===== config.mk =====
export PLATFORM = sky130hd
export DESIGN_NAME = pfg_calc
export DESIGN_NICKNAME = d
export VERILOG_FILES = /design/src/hw/rtl/pfg_pkg.sv /design/src/hw/rtl/pfg_calc.sv
export SDC_FILE = /design/constraint.sdc
export NUM_CORES = 2
export LEC_CHECK = 0
export ABC_CLOCK_PERIOD_IN_PS = 10900
export BUFFER_PORTS_ARGS = -buffer_cell sky130_fd_sc_hd__clkbuf_2
export CAP_MARGIN = 20
export CORE_MARGIN = 10
export CORE_UTILIZATION = 35
export DETAILED_ROUTE_END_ITERATION = 7
export REMOVE_ABC_BUFFERS = 1
export SLEW_MARGIN = 10
export SYNTH_ARGS = -nofsm -noshare
export SYNTH_HDL_FRONTEND = slang
export SYNTH_SLANG_ARGS = --single-unit

===== constraint.sdc =====
create_clock -name clk -period 10.9 [get_ports clk]
set_input_delay 1.635 -clock clk [delete_from_list [all_inputs] [get_ports clk]]
set_output_delay 1.635 -clock clk [all_outputs]
set_load 0.02 [all_outputs]

===== src/hw/rtl/pfg_pkg.sv =====
`timescale 1ns / 1ps

package pfg_pkg;

  localparam int MAX_SIDE_DEF = 32;

  localparam int SAMPLE_W    = 32;
  localparam int COORD_W     = 5;
  localparam int SIDE_W      = 6;
  localparam int AXIS_W      = 2;
  localparam int CFG_INDEX_W = 2;
  localparam int CFG_DATA_W  = 32;

  localparam logic [CFG_INDEX_W-1:0] REG_GRID_SIDE = 2'd0;
  localparam logic [CFG_INDEX_W-1:0] REG_AXIS      = 2'd1;
  localparam logic [CFG_INDEX_W-1:0] REG_SCALE     = 2'd2;

  localparam logic [AXIS_W-1:0] AXIS_X = 2'd1;
  localparam logic [AXIS_W-1:0] AXIS_Y = 2'd2;
  localparam logic [AXIS_W-1:0] AXIS_Z = 2'd3;

  localparam logic FUNC_LOAD = 1'b0;
  localparam logic FUNC_GRAD = 1'b1;

  localparam logic [SIDE_W-1:0]     GRID_SIDE_RST = 6'd32;
  localparam logic [AXIS_W-1:0]     AXIS_RST      = AXIS_X;
  localparam logic [CFG_DATA_W-1:0] SCALE_RST     = 32'h0001_0000;
  localparam logic [SIDE_W-1:0]     SIDE_MIN      = 6'd2;

  typedef logic [COORD_W-1:0] coord_t;
  typedef logic [SIDE_W-1:0]  side_t;
  typedef logic signed [2:0]  step_t;
  typedef logic signed [SAMPLE_W-1:0] sample_t;

  typedef struct packed {
    logic    func;
    coord_t  pos_x;
    coord_t  pos_y;
    coord_t  pos_z;
    sample_t sample;
  } in_word_t;

  typedef struct packed {
    sample_t gradient;
  } out_word_t;

  typedef struct packed {
    sample_t fm2;
    sample_t fm1;
    sample_t fp1;
    sample_t fp2;
  } stencil_t;

  function automatic side_t eff_side(side_t g, side_t cap);
    side_t s;
    s = g;
    if (s < SIDE_MIN) s = SIDE_MIN;
    if (s > cap) s = cap;
    return s;
  endfunction

  // restoring remainder, one coordinate bit per step
  function automatic coord_t mod_side(coord_t c, side_t s);
    side_t r;
    r = '0;
    for (int i = COORD_W - 1; i >= 0; i--) begin
      r = {r[SIDE_W-2:0], c[i]};
      if (r >= s) r = r - s;
    end
    return r[COORD_W-1:0];
  endfunction

  // read slot to neighbour offset: -2, -1, +1, +2
  function automatic step_t step_of(logic [1:0] k);
    step_t st;
    case (k)
      2'd0: st = -3'sd2;
      2'd1: st = -3'sd1;
      2'd2: st = 3'sd1;
      default: st = 3'sd2;
    endcase
    return st;
  endfunction

endpackage


===== src/hw/rtl/pfg_calc.sv =====
`timescale 1ns / 1ps

module pfg_calc
  import pfg_pkg::*;
(
  input  logic                  clk,
  input  logic                  rst,
  input  logic                  start,
  input  stencil_t              taps,
  input  logic [CFG_DATA_W-1:0] scale,
  output logic                  done,
  output sample_t               result
);

  localparam logic [2:0] C_IDLE  = 3'd0;
  localparam logic [2:0] C_DIFF  = 3'd1;
  localparam logic [2:0] C_MUL   = 3'd2;
  localparam logic [2:0] C_ROUND = 3'd3;
  localparam logic [2:0] C_DIV   = 3'd4;
  localparam logic [2:0] C_SAT   = 3'd5;
  localparam logic [2:0] C_OUT   = 3'd6;

  localparam int DIV_BITS  = 8;
  localparam int SH_W      = 40;
  localparam logic [2:0] DIV_LAST = 3'd4;
  localparam logic [52:0] ROUND_BIAS = 53'd196608;
  localparam logic [52:0] U_LIMIT    = 53'h5_FFFF_FFFF;
  localparam logic [31:0] POS_MAX    = 32'h7FFF_FFFF;
  localparam logic [31:0] NEG_MAG    = 32'h8000_0000;

  logic [2:0]          st;
  logic signed [32:0]  d1;
  logic signed [32:0]  d2;
  logic                neg;
  logic [35:0]         m;
  logic [51:0]         pa;
  logic [51:0]         pb;
  logic [SH_W-1:0]     sh;
  logic [1:0]          rem;
  logic [2:0]          cnt;
  sample_t             res;

  logic signed [36:0]  n_c;
  logic [52:0]         u_c;
  logic [52:0]         uc_c;
  logic [1:0]          rem_c;
  logic [2:0]          t_c;
  logic [DIV_BITS-1:0] qbits;
  logic [31:0]         q_c;

  assign n_c = ({{4{d1[32]}}, d1} <<< 3) - {{4{d2[32]}}, d2};
  assign u_c = 53'(pa) + ((53'(pb) + ROUND_BIAS) >> 16);
  assign uc_c = (u_c > U_LIMIT) ? U_LIMIT : u_c;
  assign q_c = sh[31:0];

  // radix-2 long division by three
  always_comb begin
    rem_c = rem;
    t_c = '0;
    qbits = '0;
    for (int j = 0; j < DIV_BITS; j++) begin
      t_c = {rem_c, sh[SH_W-1-j]};
      qbits[DIV_BITS-1-j] = (t_c >= 3'd3);
      rem_c = (t_c >= 3'd3) ? 2'(t_c - 3'd3) : t_c[1:0];
    end
  end

  always_ff @(posedge clk) begin
    if (rst) begin
      st <= C_IDLE;
    end else begin
      case (st)
        C_DIFF:  st <= C_MUL;
        C_MUL:   st <= C_ROUND;
        C_ROUND: st <= C_DIV;
        C_DIV:   st <= (cnt == DIV_LAST) ? C_SAT : C_DIV;
        C_SAT:   st <= C_OUT;
        default: st <= st;
      endcase
      if (start) begin
        st <= C_DIFF;
      end
    end
  end

  always_ff @(posedge clk) begin
    if (start) begin
      d1 <= 33'(taps.fm1) - 33'(taps.fp1);
      d2 <= 33'(taps.fm2) - 33'(taps.fp2);
    end
    case (st)
      C_DIFF: begin
        neg <= n_c[36];
        m <= n_c[36] ? 36'(-n_c) : n_c[35:0];
      end
      C_MUL: begin
        pa <= 52'(m) * 52'(scale[31:16]);
        pb <= 52'(m) * 52'(scale[15:0]);
      end
      C_ROUND: begin
        sh <= {{(SH_W - 34){1'b0}}, uc_c[34:1]};
        rem <= '0;
        cnt <= '0;
      end
      C_DIV: begin
        sh <= {sh[SH_W-DIV_BITS-1:0], qbits};
        rem <= rem_c;
        cnt <= cnt + 3'd1;
      end
      C_SAT: begin
        if (neg) begin
          res <= (q_c > POS_MAX) ? POS_MAX : q_c;
        end else begin
          res <= (q_c > NEG_MAG) ? NEG_MAG : 32'(32'd0 - q_c);
        end
      end
      default: ;
    endcase
  end

  assign done = (st == C_OUT);
  assign result = res;

endmodule

# After elaboration in Yosys (flattened, before gate mapping)
# Cells that the tools add are included.
# word_totals
ramBits,0
inputBits,163
reg_bits,287
word_cells,71
memories,0
latch_bits,0
output_inout_bits,33
mem_bits_ro,0
# classes
n_reduce_logical,4
bitwise,0
n_eq_ne,7
n_lt_le_gt_ge,11
add_sub_neg,16
n_shift,0
multipliers,2
mux,19
div_mod_pow,0
# ops
operator,count
36-bit by 16-bit multiplier with 52-bit output,2
32-bit two-way mux,3
40-bit case mux with 2 select lines,1
32-bit by 32-bit subtractor with 33-bit output,2
"52-bit by 18-bit adder with 53-bit output, second input constant",1
52-bit by 37-bit adder with 53-bit output,1
"53-bit by 35-bit greater-than comparator with 1-bit output, second input constant",1
36-bit by 33-bit subtractor with 37-bit output,1
36-bit two-way mux,1
36-bit negator,1
35-bit two-way mux,1
"32-bit by 31-bit greater-than comparator with 1-bit output, second input constant",1
"32-bit greater-than comparator, second input constant",1
"1-bit by 32-bit subtractor with 32-bit output, first input constant",1
"3-bit by 2-bit >= comparator with 1-bit output, second input constant",8
2-bit two-way mux,8
"2-bit subtractor, second input constant",8
3-bit case mux with 5 select lines,1
"3-bit == test, second input constant",4
"3-bit by 2-bit == test with 1-bit output, second input constant",2
3-bit case mux with 2 select lines,1
6-bit nonzero test,1
5-bit nonzero test,1
2-bit case mux with 2 select lines,1
5 further kinds,6

# Logic depth before layout (Yosys ltp)
# depth
word_depth,17
ltp_mapped,35

# Worst setup path after synthesis
# Ideal clock, no wire load.
# synth_timing
path_type,input to register
from,input port scale[20]
to,register pa[46] (data pin)
arrival_time_ps,8242
slack_ps,2393
cell_stages,26
required_time_ps,10635
path_buffers,2
cell_sequence,clkbuf_1 clkbuf_1 nand2_1 fa_1 inv_1 fa_1 inv_1 fa_1 inv_1 fa_1 inv_1 fa_1 inv_1 fa_1 ha_1 a21oi_1 o21ai_0 a221o_1 a221oi_1 a211oi_1 o311a_1 o41ai_1 nand2_1 a31oi_1 o21ai_0 xor2_1
# synth_via
elab_chain_cells,1
# synth_lines
element,line,text
start: declaration,pfg_calc.sv:10,"input logic [CFG_DATA_W-1:0] scale,"
36-bit by 16-bit multiplier with 52-bit output,pfg_calc.sv:97,pa <= 52'(m) * 52'(scale[31:16]);
end signal: assignment,pfg_calc.sv:97,
end: declaration,pfg_calc.sv:36,logic [51:0] pa;
# No other way between the ends.
# A chain may end at the register's enable or synchronous reset.

# Final worst setup path
# layout_timing
from,input port scale[18]
to,register pa[46] (data pin)
# The elaborated chain is that of the path after synthesis.

==> metrics.md <==
| Metric | Value |
|---|---|
| CP max-delay cell | `clkbuf_2` |
| Highest Clock Rate | `112 MHz` |
| RSZ-0062 raised after global routing | `false` |
| Run status | `completed` |
| First DRT Iteration DRCs | `2923` |
| Critical Path RT | `11.23 ns` |
| Worst path max stage delay | `0.66 ns` |
| Most common cell after layout, fill and taps aside | `inv_1` |
| Clk buf depth | `3` |
| Syn_area_per_cell | `9.04 um2` |
| #FFs+latches synth | `271` |
| Main synth FF type | `edfxtp_1` |
| Hpwl dp | `119000 um` |
| WL final | `152000 um` |
| Max-slew headroom | `21.1%` |
| Slew @ Worst Pin | `1.18 ns` |
| Overflow after GRT | `0` |
| Worst Hold Launch | `st[1]$_SDFFE_PP0P_` |
| Post-Syn Instances | `5961` |
| Layout cell share with drive strength beyond 1 | `6.31%` |
| Area delta synth->final | `7.62%` |
| Crit path kind | `in -> reg` |
| Worst path most repeated cell | `fa_1` |
| H-tree lvl count | `2` |
| Clock slew at reported path FFs | `0.06 ns` |
| Initial antenna violation count | `4` |
| Delay-heaviest family, CP | `adder cells` |
| First-pass GRT wire length | `243000 um` |
| Hold Violations, Final | `0` |
| Worst R2R Path Depth | `34` |
| Initial Utilization | `35.4%` |
| Hold Crit Depth | `2` |
| Die Ht | `412 um` |
| CP Max Fanout | `25` |
| GRT Util Overall | `17.8%` |
| TritonCTS Sinks | `271` |
| Worst hold endpoint | `st[1]$_SDFFE_PP0P_` |
| Critical R2R Capture | `sh[0]$_DFFE_PP_` |
| Setup TNS Final | `0 ns` |
| Maxcap violations | `0` |
| Flop-to-flop setup slack | `2.24 ns` |
| Clk_lat worst skew | `0.59 ns` |
| Final setup viols | `0` |
| Register area share after synthesis | `15.0%` |
| Critical R2R Launch | `sh[39]$_SDFFCE_PN0P_` |
| Synth warnings | `0` |
| Post-CTS Resized | `0` |
| CTS tree | `yes` |
| Post-synthesis cell area | `0.0539 mm2` |
| IO Count | `196` |
| Wire length per cell | `18.9 um` |
| Nets | `7476` |
| Post-CTS setup buffers | `0` |
| Critical path launch point type | `input port` |
| Pre-antenna DRT Iters | `7` |
| Num CTS Buffers | `34` |
| Die width | `412 um` |
| I/O Buffers | `195` |
| Root Buffer | `clkbuf_16` |
| Vias | `41000` |
| Post-synth EDFFs | `268` |
| Slew Limit Fails | `0` |
| Routed Antenna Nets | `0` |
| Die Area | `0.170 mm2` |
| WP buf/inv | `6` |
| Endpoint type of the worst setup path | `register` |
| Period utilisation layout | `81.8%` |
| Core area | `0.152 mm2` |
| DR vias/cell | `5.11` |
| Synth async-reset ratio | `0%` |
| Worst hold path type | `reg -> reg` |
| Fin crit period | `8.92 ns` |
| GPL Wtd Cong | `0.916` |
| Site row count | `143` |
| Fill cell count | `15300` |
| Most frequent cells in the layout | `1021 x inv_1, 984 x nand2_1, 950 x fa_1` |
| Setup Skew | `0.0475 ns` |
| Critical path arrival | `9.25 ns` |
| Pin count of the biggest net entering global routing | `77` |
| DRC viols | `0` |
| Post-synth cell types | `95` |
| Vias in the first global route | `43200` |
| Hold Buf Count CTS | `0` |
[worst reg2reg max path, delay by kind of cell (launching register included)]
family | cells | cell delay, ns
multiplexers | 3 | 0.71
buffers and inverters | 1 | 0.12
AO/OA/AOI/OAI | 13 | 2.76
flip-flops | 1 | 0.47
adder cells (fa/ha/maj) | 8 | 2.10
AND/OR/NAND/NOR | 9 | 2.22
[layout make-up]
cell class / count / area, um2 / area share, %
multi-input cells: 4381 / 40900 / 70.5
flip-flops and latches: 271 / 8110 / 14.0
inverters: 1021 / 3830 / 6.61
well taps: 2030 / 2540 / 4.38
repair buffers: 261 / 1490 / 2.57
clock buffers: 40 / 873 / 1.51
clock inverters: 21 / 287 / 0.494
diodes: 2 / 5.00 / 0.00863
[cell usage after synthesis (38+ instances only)]
cell,number,share of area [%]
o21ai_0,160,1.5
a21o_1,84,1.2
nand3_1,61,0.57
ha_1,393,9.1
nand2_1,985,6.9
clkbuf_1,273,1.9
nand2b_1,42,0.49
xnor2_1,167,2.7
fa_1,950,35
nor2b_1,48,0.56
nor3_1,80,0.74
inv_1,1021,7.1
a21oi_1,236,2.2
o21a_1,38,0.53
xor2_1,88,1.4
nor2_1,227,1.6
edfxtp_1,268,15
and2_1,340,3.9
[state kept, by name, summed over array words and instances (netlist names)]
register / cells
cnt: 3
d1: 33
d2: 33
m: 36
neg: 1
pa: 52
pb: 36
rem: 2
result: 32
sh: 40
st: 3
[logic make-up (layout without fill, tap and decap cells)]
logic type	Yosys count	in the layout	share of synthesized area [%]
fa+ha+maj	1343	1343	44.4
flops	271	271	15.0
xor+xnor	255	255	4.14
simple gates	1958	1958	17.0
mux	11	11	0.265
buf+inv	1309	1343	9.15
other cells	0	2	0
compound gates	814	814	9.94
[how the worst max path moves through the flow]
stage                         startpoint                to  cells past startpoint
floorplan                      scale[26]  pa[46]$_DFFE_PN_                     23
global placement               scale[26]  pa[46]$_DFFE_PN_                     24
detailed placement             scale[26]  pa[46]$_DFFE_PN_                     24
CTS                            scale[26]  pa[46]$_DFFE_PN_                     24
global route        sh[39]$_SDFFCE_PN0P_   sh[0]$_DFFE_PP_                     34
finish                         scale[18]  pa[46]$_DFFE_PN_                     25
[through the flow]
| stage | cell area, um2 | utilization, % | hold WS [ns] | setup WS [ns] | instances |
|---|---|---|---|---|---|
| floorplan | 52800 | - | 0.486 | 2.90 | 5673 |
| global placement | 56800 | 37.3 | 0.556 | 1.43 | 7962 |
| detailed placement | 56800 | 37.3 | 0.583 | 1.38 | 7962 |
| CTS | 58000 | 38.0 | 0.595 | 2.00 | 8023 |
| global route | 58000 | 38.0 | 0.629 | 1.59 | 8026 |
| finish | 58000 | 38.0 | 0.595 | 1.98 | 8027 |
[per-layer routing]
layer | global-route usage (%) | vias to the layer above | part of all wire [%]
met5 | 0 | - | 0
li1 | - | 19000 | -
met1 | 24.2 | 20600 | 44
met3 | 3.26 | 198 | 6.9
met4 | 4.68 | 0 | 2.8
met2 | 29.2 | 1277 | 46
Power is not shown: default switching activity piles up to over one toggle a cycle in this logic, so the estimate is an artifact.
