File: src/hw/rtl/pfg_pkg.sv
`timescale 1ns / 1ps

package pfg_pkg;

  localparam int MAX_SIDE_DEF = 32;

  localparam int SAMPLE_W    = 32;
  localparam int COORD_W     = 5;
  localparam int SIDE_W      = 6;
  localparam int AXIS_W      = 2;
  localparam int CFG_INDEX_W = 2;
  localparam int CFG_DATA_W  = 32;

  localparam logic [CFG_INDEX_W-1:0] REG_GRID_SIDE = 2'd0;
  localparam logic [CFG_INDEX_W-1:0] REG_AXIS      = 2'd1;
  localparam logic [CFG_INDEX_W-1:0] REG_SCALE     = 2'd2;

  localparam logic [AXIS_W-1:0] AXIS_X = 2'd1;
  localparam logic [AXIS_W-1:0] AXIS_Y = 2'd2;
  localparam logic [AXIS_W-1:0] AXIS_Z = 2'd3;

  localparam logic FUNC_LOAD = 1'b0;
  localparam logic FUNC_GRAD = 1'b1;

  localparam logic [SIDE_W-1:0]     GRID_SIDE_RST = 6'd32;
  localparam logic [AXIS_W-1:0]     AXIS_RST      = AXIS_X;
  localparam logic [CFG_DATA_W-1:0] SCALE_RST     = 32'h0001_0000;
  localparam logic [SIDE_W-1:0]     SIDE_MIN      = 6'd2;

  typedef logic [COORD_W-1:0] coord_t;
  typedef logic [SIDE_W-1:0]  side_t;
  typedef logic signed [2:0]  step_t;
  typedef logic signed [SAMPLE_W-1:0] sample_t;

  typedef struct packed {
    logic    func;
    coord_t  pos_x;
    coord_t  pos_y;
    coord_t  pos_z;
    sample_t sample;
  } in_word_t;

  typedef struct packed {
    sample_t gradient;
  } out_word_t;

  typedef struct packed {
    sample_t fm2;
    sample_t fm1;
    sample_t fp1;
    sample_t fp2;
  } stencil_t;

  function automatic side_t eff_side(side_t g, side_t cap);
    side_t s;
    s = g;
    if (s < SIDE_MIN) s = SIDE_MIN;
    if (s > cap) s = cap;
    return s;
  endfunction

  // restoring remainder, one coordinate bit per step
  function automatic coord_t mod_side(coord_t c, side_t s);
    side_t r;
    r = '0;
    for (int i = COORD_W - 1; i >= 0; i--) begin
      r = {r[SIDE_W-2:0], c[i]};
      if (r >= s) r = r - s;
    end
    return r[COORD_W-1:0];
  endfunction

  // read slot to neighbour offset: -2, -1, +1, +2
  function automatic step_t step_of(logic [1:0] k);
    step_t st;
    case (k)
      2'd0: st = -3'sd2;
      2'd1: st = -3'sd1;
      2'd2: st = 3'sd1;
      default: st = 3'sd2;
    endcase
    return st;
  endfunction

endpackage

File: src/hw/rtl/pfg_addr.sv
`timescale 1ns / 1ps

module pfg_addr
  import pfg_pkg::*;
#(
  parameter int MAX_SIDE = MAX_SIDE_DEF,
  localparam int DEPTH = MAX_SIDE * MAX_SIDE * MAX_SIDE,
  localparam int AW = $clog2(DEPTH)
) (
  input  coord_t            x,
  input  coord_t            y,
  input  coord_t            z,
  input  side_t             side,
  input  logic [AXIS_W-1:0] axis,
  input  step_t             step,
  output logic [AW-1:0]     addr
);

  localparam logic [AW-1:0] ROW   = AW'(MAX_SIDE);
  localparam logic [AW-1:0] PLANE = AW'(MAX_SIDE * MAX_SIDE);

  coord_t cx;
  coord_t cy;
  coord_t cz;

  function automatic coord_t wrap(coord_t c, step_t d, side_t s);
    logic signed [SIDE_W:0] t;
    logic signed [SIDE_W:0] sv;
    sv = $signed({1'b0, s});
    t = $signed({2'b00, c}) + $signed({{(SIDE_W - 2){d[2]}}, d});
    if (t < 0) begin
      t = t + sv;
    end else if (t >= sv) begin
      t = t - sv;
    end
    return t[COORD_W-1:0];
  endfunction

  always_comb begin
    cx = x;
    cy = y;
    cz = z;
    case (axis)
      AXIS_Y: cy = wrap(y, step, side);
      AXIS_Z: cz = wrap(z, step, side);
      default: cx = wrap(x, step, side);
    endcase
  end

  assign addr = AW'(cx) * PLANE + AW'(cy) * ROW + AW'(cz);

endmodule

File: config.mk
export PLATFORM = sky130hd
export DESIGN_NAME = pfg_addr
export DESIGN_NICKNAME = d
export VERILOG_FILES = /design/src/hw/rtl/pfg_pkg.sv /design/src/hw/rtl/pfg_addr.sv
export SDC_FILE = /design/constraint.sdc
export NUM_CORES = 1
export LEC_CHECK = 0
export BUFFER_PORTS_ARGS = -buffer_cell sky130_fd_sc_hd__buf_2
export CORE_UTILIZATION = 55
export DETAILED_ROUTE_END_ITERATION = 8
export PLACE_DENSITY = 0.78
export SLEW_MARGIN = 5
export SYNTH_ARGS = -nofsm -noshare
export SYNTH_HDL_FRONTEND = slang
export SYNTH_SLANG_ARGS = --single-unit
File: constraint.sdc
create_clock -name vclk -period 4.2
set_input_delay 1.05 -clock vclk [all_inputs]
set_output_delay 1.05 -clock vclk [all_outputs]
set_load 0.02 [all_outputs]
==> reports/metrics.csv, run 1 <==
stage;metric;value;unit
synthesis;syn_inst;297;
synthesis;yosysUniqueCellTypes;53;
clock_tree;cts_hold_buffers;0;
synthesis;synth-seq-area-share;0;
floorplanning;fp.dieH;67.1;um
clock_tree;cts_resized;70;
placement;placed_area;3660;um2
placement;numPlacedInstances;480;
run_status;status;aborted with a tool error;
placement;gp_congestion;0.874;
run_status;tool.error;[ERROR DPL-0033] detailed placement checks failed during check placement.;
floorplanning;die_width;67.1;um
clock_tree;postCtsSetupBuffers;7;
placement;port_buffers;41;
synthesis;synth_area;2330;um2
floorplanning;ios;41;
synthesis;avgSynthCellArea;7.85;um2
synthesis;syn_nets;380;
run_status;stop_stage;clock tree synthesis (4_1_cts);
synthesis;ys.warnings.count;0;
floorplanning;row_count;23;
placement;hpwl;7580;um
placement;pre_cts_ws;-747;ps
floorplanning;start_util;0.579;
-- through the flow --
stage,hold slack (ps),util,setup TNS [ps]
2_1_floorplan,2240,-,-925
3_3_place_gp,2480,0.909,-6320
3_5_place_dp,2500,0.909,-8390
-- synthesized netlist by cell type (all sizes together), types with 2 or more instances --
cell type	count	area [um2]
ha	48	601
a21oi	34	174
inv	33	124
nor2	23	86.3
nand2	16	62.6
xnor2	15	131
o21ai	12	60.1
nor2b	10	70.1
fa	9	180
nand2b	9	56.3
o21bai	8	60.1
xor2	8	70.1
a21o	6	45.0
nor3	5	25.0
o211ai	5	47.5
a211oi	4	30.0
and3	4	30.0
o211a	4	40.0
mux2i	3	30.0
o21a	3	22.5
o31ai	3	50.1
or2	3	18.8
a2111oi	2	55.1
a211o	2	17.5
a21boi	2	15.0
a221oi	2	23.8
clkbuf	2	7.51
o2111ai	2	17.5
o21ba	2	20.0
o22ai	2	12.5
o31a	2	17.5
o41ai	2	25.0
-- kinds of logic after synthesis --
logic type,Yosys count,share of synthesized area
AO/OA/AOI/OAI,103,0.340
XOR/XNOR,23,0.0864
AND/OR/NAND/NOR,75,0.165
adder cells (fa/ha/maj),57,0.335
multiplexers,3,0.0129
buffers and inverters,36,0.0612
==> run 2, diff against run 1 <==
--- a/config.mk
+++ b/config.mk
@@ -6,9 +6,9 @@
 export NUM_CORES = 1
 export LEC_CHECK = 0
 export BUFFER_PORTS_ARGS = -buffer_cell sky130_fd_sc_hd__buf_2
-export CORE_UTILIZATION = 55
+export CORE_UTILIZATION = 40
 export DETAILED_ROUTE_END_ITERATION = 8
-export PLACE_DENSITY = 0.78
+export PLACE_DENSITY_LB_ADDON = 0.15
 export SLEW_MARGIN = 5
 export SYNTH_ARGS = -nofsm -noshare
 export SYNTH_HDL_FRONTEND = slang
==> constraint.sdc (replaced) <==
create_clock -name vclk -period 5.5
set_input_delay 1.375 -clock vclk [all_inputs]
set_output_delay 1.375 -clock vclk [all_outputs]
set_load 0.02 [all_outputs]
==> reports/metrics.csv, run 2 <==
stage;metric;value;unit
cells_and_area;layout_common_cells;ha_1, buf_2, inv_1, a21oi_1, buf_4;
placement;hpwl;5470;um
critical_path;crit_family;compound AO/OA/AOI/OAI gates;
floorplanning;row_count;27;
hold_path;holdPathStages;4;
timing;final_hold_viol_count;0;
cells_and_area;design.seq.count;0;
timing;rsz0062_at_grt;yes;
cells_and_area;drive_above_1_share;0.315;
floorplanning;ios;41;
synthesis;synth.most_common_cell;ha_1;
synthesis;synth_area;2330;um2
synthesis;yosysUniqueCellTypes;53;
routing;routed_wl;6610;um
global_route;grt_max_degree;15;
placement;pre_cts_ws;-31.8;ps
timing;max_freq;185;MHz
floorplanning;start_util;0.418;
global_route;grt_pass1_vias;2219;
cells_and_area;nNetsFinal;444;
clock_tree;cts_hold_buffers;0;
timing;period_share;0.981;
cells_and_area;multiInputGateArea;2360;um2
critical_path;cpMostUsedCell;ha_4;
routing;num_vias;2324;
synthesis;synth-seq-area-share;0;
routing;drc;0;
critical_path;cp-startpoint;x[0];
critical_path;worstSetupPathType;input pin to output pin;
cells_and_area;clkbuf_count;0;
cells_and_area;n_fill_cell;551;
critical_path;critPathLaunchType;input pin;
routing;firstDrtPassIters;4;
cells_and_area;final_util;0.539;
routing;dr_wl_met3;194;um
floorplanning;die_width;78.3;um
routing;wl_per_cell;15.3;um
timing;slew_headroom;0.680;
global_route;grt_pass1_wl;10400;um
routing;highest_layer;met4;
routing;wl_met2;3150;um
power;power.density;189;nW/um2
routing;via_per_inst;5.39;
critical_path;slowest_stage;fa_2;
synthesis;synth_top_area_share;0.258;
synthesis;syn_inst;297;
cells_and_area;area_growth;29.0;%
critical_path;cp.required;4120;ps
synthesis;avgSynthCellArea;7.85;um2
power;finalPower;568;uW
critical_path;critPathBufInv;4;
global_route;antenna_found_initial;0;
critical_path;endpoint_kind;output pin;
global_route;track_usage;0.213;
floorplanning;die_area;6140;um2
hold_path;hp-class;input pin to output pin;
synthesis;synth_top_cell_by_area;ha_1;
critical_path;cp_max_fo;7;
synthesis;synthTopCellsByCount;ha_1, a21oi_1, inv_1;
routing;wl_met1;3180;um
timing;final_max_slew_viol_count;0;
floorplanning;fp.dieH;78.3;um
critical_path;crit_cells;12;
placement;gp_congestion;0.883;
synthesis;synth.area.top_cells;ha_1, fa_1, a21oi_1, xnor2_1, inv_1;
critical_path;arrival;4020;ps
power;ir_worst_vdd;0.0000877;V
critical_path;endpoint;addr[12];
power;p_leak;0.00144;uW
run_status;status;finished, final reports clean;
cells_and_area;area.sequential;0;um2
synthesis;syn_nets;380;
cells_and_area;antennaDiodeCount;0;
floorplanning;core;5570;um2
timing;max_slew.worst_pin.slew;479;ps
critical_path;slowest_delay;550;ps
cells_and_area;final_common_cell;ha_1;
timing;setup_viol;0;
timing;min_period;5400;ps
critical_path;crit_chain;buf_6, ha_4, inv_2, fa_2, clkinvlp_4, ha_4, a2111oi_4, o31ai_4, and3_4, o21a_1, o41ai_2, buf_2;
run;cap_viol_max_count;0;
routing;drt_iter0_drc;89;
global_route;overflow;0;
synthesis;ys.warnings.count;0;
placement;port_buffers;41;
timing;layout_setup_ws;105;ps
routing;antenna_left;0;
[run 2: cell counts after synthesis]
Identical to the previous run, type by type.
[run 2: layer usage]
metal / track usage / vias to the layer above
li1: - / 1191
met1: 0.291 / 1079
met2: 0.378 / 48
met3: 0.00581 / 6
met4: 0.0296 / 0
met5: 0 / -
[run 2: layout make-up]
cell class                      instances  area share
Multi-Input combinational cell        261       0.786
Inverter                               33      0.0424
Tap cell                               72      0.0300
Timing Repair Buffer                   65       0.141
[run 2: logic make-up (layout without fill, tap and decap cells)]
logic type      after synthesis  count (layout)  synth area share
buf+inv                      36              98            0.0612
xor+xnor                     23              23            0.0864
simple gates                 75              75             0.165
fa+ha+maj                    57              57             0.335
compound gates              103             103             0.340
mux                           3               3            0.0129
[run 2: where the power goes]
group	internal [uW]	total [uW]	switching, uW
clock network	0	0	0
registers	0	0	0
logic	269	568	300
total	269	568	300
[run 2: what timing repair did]
item                       CTS  global route
pin swaps                    4            19
setup endpoints to repair    3            14
gates resized for setup      7            44
setup buffers                1             5
[run 2: worst min-delay path, cell delays in order]
cell and delay (ps):
buf_6 90, nand2_1 50, o21ai_1 50, buf_2 160
[run 2: metrics by stage]
step	TNS, ps	hold WS, ps	instances	instance area, um2
after floorplan	0	2890	297	2330
after global routing	-53.3	3130	431	3010
after CTS	0	3110	426	2780
after global placement	-9.08	3110	425	2740
after detailed placement	-31.8	3110	425	2740
final	0	3100	431	3010
[run 2: how the worst min path moves through the flow]
| stage | start | end | slack (ps) |
|---|---|---|---|
| after floorplan | x[2] | addr[12] | 2890 |
| final | x[0] | addr[10] | 3100 |
| after global placement | z[2] | addr[2] | 3110 |
| after detailed placement | x[4] | addr[14] | 3110 |
| after CTS | x[4] | addr[14] | 3110 |
| after global routing | x[0] | addr[10] | 3130 |
(Power assumes the default switching activity.)
==> run 3, diff against run 2 <==
--- a/config.mk
+++ b/config.mk
@@ -6,9 +6,10 @@
 export NUM_CORES = 1
 export LEC_CHECK = 0
 export BUFFER_PORTS_ARGS = -buffer_cell sky130_fd_sc_hd__buf_2
-export CORE_UTILIZATION = 40
+export CORE_UTILIZATION = 50
 export DETAILED_ROUTE_END_ITERATION = 8
 export PLACE_DENSITY_LB_ADDON = 0.15
+export RECOVER_POWER = 50
 export SLEW_MARGIN = 5
 export SYNTH_ARGS = -nofsm -noshare
 export SYNTH_HDL_FRONTEND = slang
==> reports/metrics.csv, run 3 (same netlist as run 2, synthesis figures left out) <==
stage;metric;value;unit
run_status;status;finished, final reports clean;
floorplanning;row_count;24;
timing;setup_tns;0;ps
routing;firstDrtPassIters;4;
hold_path;hp-class;input pin to output pin;
cells_and_area;drive_above_1_share;0.329;
critical_path;cp_max_fo;6;
routing;wl_per_cell;15.9;um
routing;antenna_left;0;
timing;min_period;5430;ps
cells_and_area;layout_common_cells;ha_1, inv_1, buf_2, a21oi_1, buf_4;
power;power.density;189;nW/um2
floorplanning;core;4410;um2
timing;max_slew.worst_pin.slew;471;ps
critical_path;slowest_delay;440;ps
floorplanning;ios;41;
critical_path;crit_chain;buf_12, ha_4, inv_2, fa_2, nand2b_4, a21oi_4, xnor2_2, ha_1, nand2_2, o31ai_4, buf_4, or2b_1, o211ai_1, a22oi_1, buf_4;
critical_path;cpMostUsedCell;buf_4;
global_route;antenna_found_initial;0;
cells_and_area;clkbuf_count;0;
global_route;track_usage;0.254;
critical_path;worstSetupPathType;input pin to output pin;
global_route;grt_pass1_vias;2209;
routing;num_vias;2398;
routing;via_per_inst;5.83;
routing;drt_iter0_drc;119;
power;finalPower;575;uW
placement;gp_congestion;0.839;
timing;setup_viol;0;
run;cap_viol_max_count;0;
critical_path;slowest_stage;fa_2;
cells_and_area;final_common_cell;ha_1;
critical_path;arrival;4050;ps
timing;rsz0062_at_grt;yes;
timing;final_max_slew_viol_count;0;
placement;numPlacedInstances;405;
routing;drc;0;
floorplanning;start_util;0.528;
critical_path;critPathLaunchType;input pin;
cells_and_area;nNetsFinal;444;
timing;final_hold_viol_count;0;
routing;routed_wl;6520;um
placement;hpwl;5270;um
clock_tree;cts_hold_buffers;0;
floorplanning;die_area;4940;um2
hold_path;holdPathStages;4;
timing;max_freq;184;MHz
cells_and_area;antennaDiodeCount;0;
floorplanning;die_width;70.3;um
global_route;overflow;0;
placement;port_buffers;41;
global_route;grt_pass1_wl;10400;um
global_route;grt_max_degree;17;
critical_path;cp.required;4120;ps
cells_and_area;final_util;0.690;
cells_and_area;design.seq.count;0;
timing;slew_headroom;0.683;
cells_and_area;area.sequential;0;um2
floorplanning;fp.dieH;70.3;um
cells_and_area;area_growth;30.8;%
critical_path;endpoint_kind;output pin;
cells_and_area;instances_no_fill;411;
timing;period_share;0.987;
power;p_leak;0.00147;uW
power;ir_worst_vdd;0.000109;V
-- run 3: worst max-delay path, delay by kind of cell --
kind	cells	cell delay [ps]
xor+xnor	1	100
compound gates	4	710
simple gates	3	470
fa+ha+maj	3	900
buf+inv	4	480
-- run 3: cell type report --
class                      instances  area, um2
multi-input combinational        261       2410
fill                             363       1370
timing repair buffer              65        447
inverter                          33        124
tap                               52       65.1
-- run 3: timing repair --
item	CTS	global route
hold endpoints to repair	0	0
endpoints found under the setup margin	3	15
resized for setup	2	65
setup buffers	0	6
pin swaps	0	30
gates cloned	0	0
-- run 3: routing by layer --
layer / wire [um] / GRT usage / share of wire
met1: 3050 / 0.367 / 0.47
met2: 3090 / 0.424 / 0.47
met3: 268 / 0.0101 / 0.041
met4: 108 / 0.0333 / 0.017
met5: 0 / 0 / 0
-- run 3: through the flow --
step	cell area [um2]	setup slack [ps]	hold slack (ps)
final	3050	70.9	3070
after global routing	3050	-77.8	3110
after CTS	2730	7.21	3110
after detailed placement	2720	-70.5	3100
after global placement	2720	-41.0	3090
after floorplan	2330	171	2890
-- run 3: final timing paths --
check	slack, ps	from	endpoint
max	70	step[0]	addr[11]
min	3070	x[0]	addr[10]
-- run 3: power by group --
| group | total [uW] | switching (uW) | internal, uW |
|---|---|---|---|
| clock network | 0 | 0 | 0 |
| registers | 0 | 0 | 0 |
| logic | 575 | 301 | 274 |
==> run 4, diff against run 3 <==
--- a/config.mk
+++ b/config.mk
@@ -9,7 +9,6 @@
 export CORE_UTILIZATION = 50
 export DETAILED_ROUTE_END_ITERATION = 8
 export PLACE_DENSITY_LB_ADDON = 0.15
-export RECOVER_POWER = 50
 export SLEW_MARGIN = 5
 export SYNTH_ARGS = -nofsm -noshare
 export SYNTH_HDL_FRONTEND = slang
==> reports/metrics.csv, run 4 (same netlist as run 2, synthesis figures left out) <==
stage;metric;value;unit
critical_path;cp.required;4120;ps
floorplanning;die_area;4940;um2
cells_and_area;area_growth;30.8;%
routing;drc;0;
critical_path;slowest_delay;440;ps
cells_and_area;area.sequential;0;um2
power;internal_power;274;uW
power;power.density;189;nW/um2
power;finalPower;575;uW
critical_path;critPathLaunchType;input pin;
global_route;grt_max_degree;17;
timing;final_max_slew_viol_count;0;
floorplanning;ios;41;
routing;routed_wl;6510;um
routing;num_vias;2397;
floorplanning;fp.dieH;70.3;um
run_status;status;finished, final reports clean;
critical_path;slowest_stage;fa_2;
power;combPwrFrac;1.000;
routing;firstDrtPassIters;4;
critical_path;crit_chain;buf_12, ha_4, inv_2, fa_2, nand2b_4, a21oi_4, xnor2_2, ha_1, nand2_2, o31ai_4, buf_4, or2b_1, o211ai_1, a22oi_1, buf_4;
cells_and_area;antennaDiodeCount;0;
timing;slew_headroom;0.692;
power;clock_power_share;0;
clock_tree;cts_hold_buffers;0;
power;p_leak;0.00147;uW
cells_and_area;clkbuf_count;0;
cells_and_area;design.seq.count;0;
routing;antenna_left;0;
timing;setup_viol;0;
timing;period_share;0.987;
cells_and_area;final_common_cell;ha_1;
cells_and_area;drive_above_1_share;0.329;
global_route;antenna_found_initial;0;
power;p_sw_frac;0.524;
timing;max_slew.worst_pin.slew;459;ps
critical_path;cp_max_fo;6;
floorplanning;core;4410;um2
timing;max_freq;184;MHz
timing;rsz0062_at_grt;yes;
floorplanning;die_width;70.3;um
critical_path;arrival;4050;ps
critical_path;worstSetupPathType;input pin to output pin;
global_route;overflow;0;
placement;numPlacedInstances;405;
hold_path;hp-class;input pin to output pin;
timing;final_hold_viol_count;0;
placement;port_buffers;41;
floorplanning;start_util;0.528;
placement;gp_congestion;0.839;
routing;via_per_inst;5.83;
placement;hpwl;5270;um
critical_path;cp-startpoint;step[0];
run;cap_viol_max_count;0;
global_route;grt_pass1_wl;10400;um
cells_and_area;nNetsFinal;444;
routing;drt_iter0_drc;119;
critical_path;cpMostUsedCell;buf_4;
power;seq_power_share;0;
global_route;track_usage;0.254;
cells_and_area;instances_no_fill;411;
cells_and_area;layout_common_cells;ha_1, inv_1, buf_2, a21oi_1, buf_4;
hold_path;worstHoldStart;x[0];
floorplanning;row_count;24;
power;ir_worst_vdd;0.000109;V
timing;setup_tns;0;ps
routing;wl_per_cell;15.8;um
power;p_switching;301;uW
timing;min_period;5430;ps
critical_path;endpoint_kind;output pin;
global_route;grt_pass1_vias;2209;
-- run 4: cell types whose count changed in the layout (fill, tap and decap cells not counted) --
cell      before  now
buf_2         28   32
clkbuf_2       4    0
-- run 4: path summary, 6_finish.rpt --
check | end | depth (start not counted)
worst max-delay path | addr[11] | 15
worst min-delay path | addr[10] | 4
-- run 4: layout make-up --
cell class,count,area [um2]
fill,363,1370
multi-input combinational,261,2410
inverter,33,124
tap,52,65.1
timing repair buffer,65,447
-- run 4: stage by stage --
stage | instance area [um2] | hold slack (ps) | worst slack (ps) | utilization
after floorplan | 2330 | 2890 | 171 | -
after global placement | 2720 | 3090 | -41.0 | 0.616
after detailed placement | 2720 | 3100 | -70.5 | 0.616
after CTS | 2730 | 3110 | 7.21 | 0.618
after global routing | 3050 | 3110 | -77.8 | 0.690
final | 3050 | 3070 | 73.5 | 0.690
-- run 4: critical path, delay by kind of cell --
family                     cells  cell delay (ps)
buffers and inverters          4              480
xor gates and xnor gates       1              100
adders and majority gates      3              890
and+or+nand+nor                3              470
AOI/OAI and AO/OA              4              710
-- run 4: what timing repair did --
item,in CTS,in global routing
gates resized for setup,2,65
hold endpoints to repair,0,0
endpoints found under the setup margin,3,15
buffers inserted,0,6
pin swaps,0,30
-- run 4: power groups by stage --
stage                     logic, uW  clock network [uW]  registers, uW
after CTS                       494                   0              0
after global placement          483                   0              0
after floorplan                 358                   0              0
after detailed placement        490                   0              0
after global routing            631                   0              0
final                           575                   0              0
-- run 4: metal layers --
metal,part of all wire,vias up,wire [um],track usage
li1,-,1192,-,-
met1,0.47,1121,3060,0.367
met2,0.47,76,3070,0.424
met3,0.043,8,277,0.0101
met4,0.017,0,108,0.0333
met5,0,-,0,0
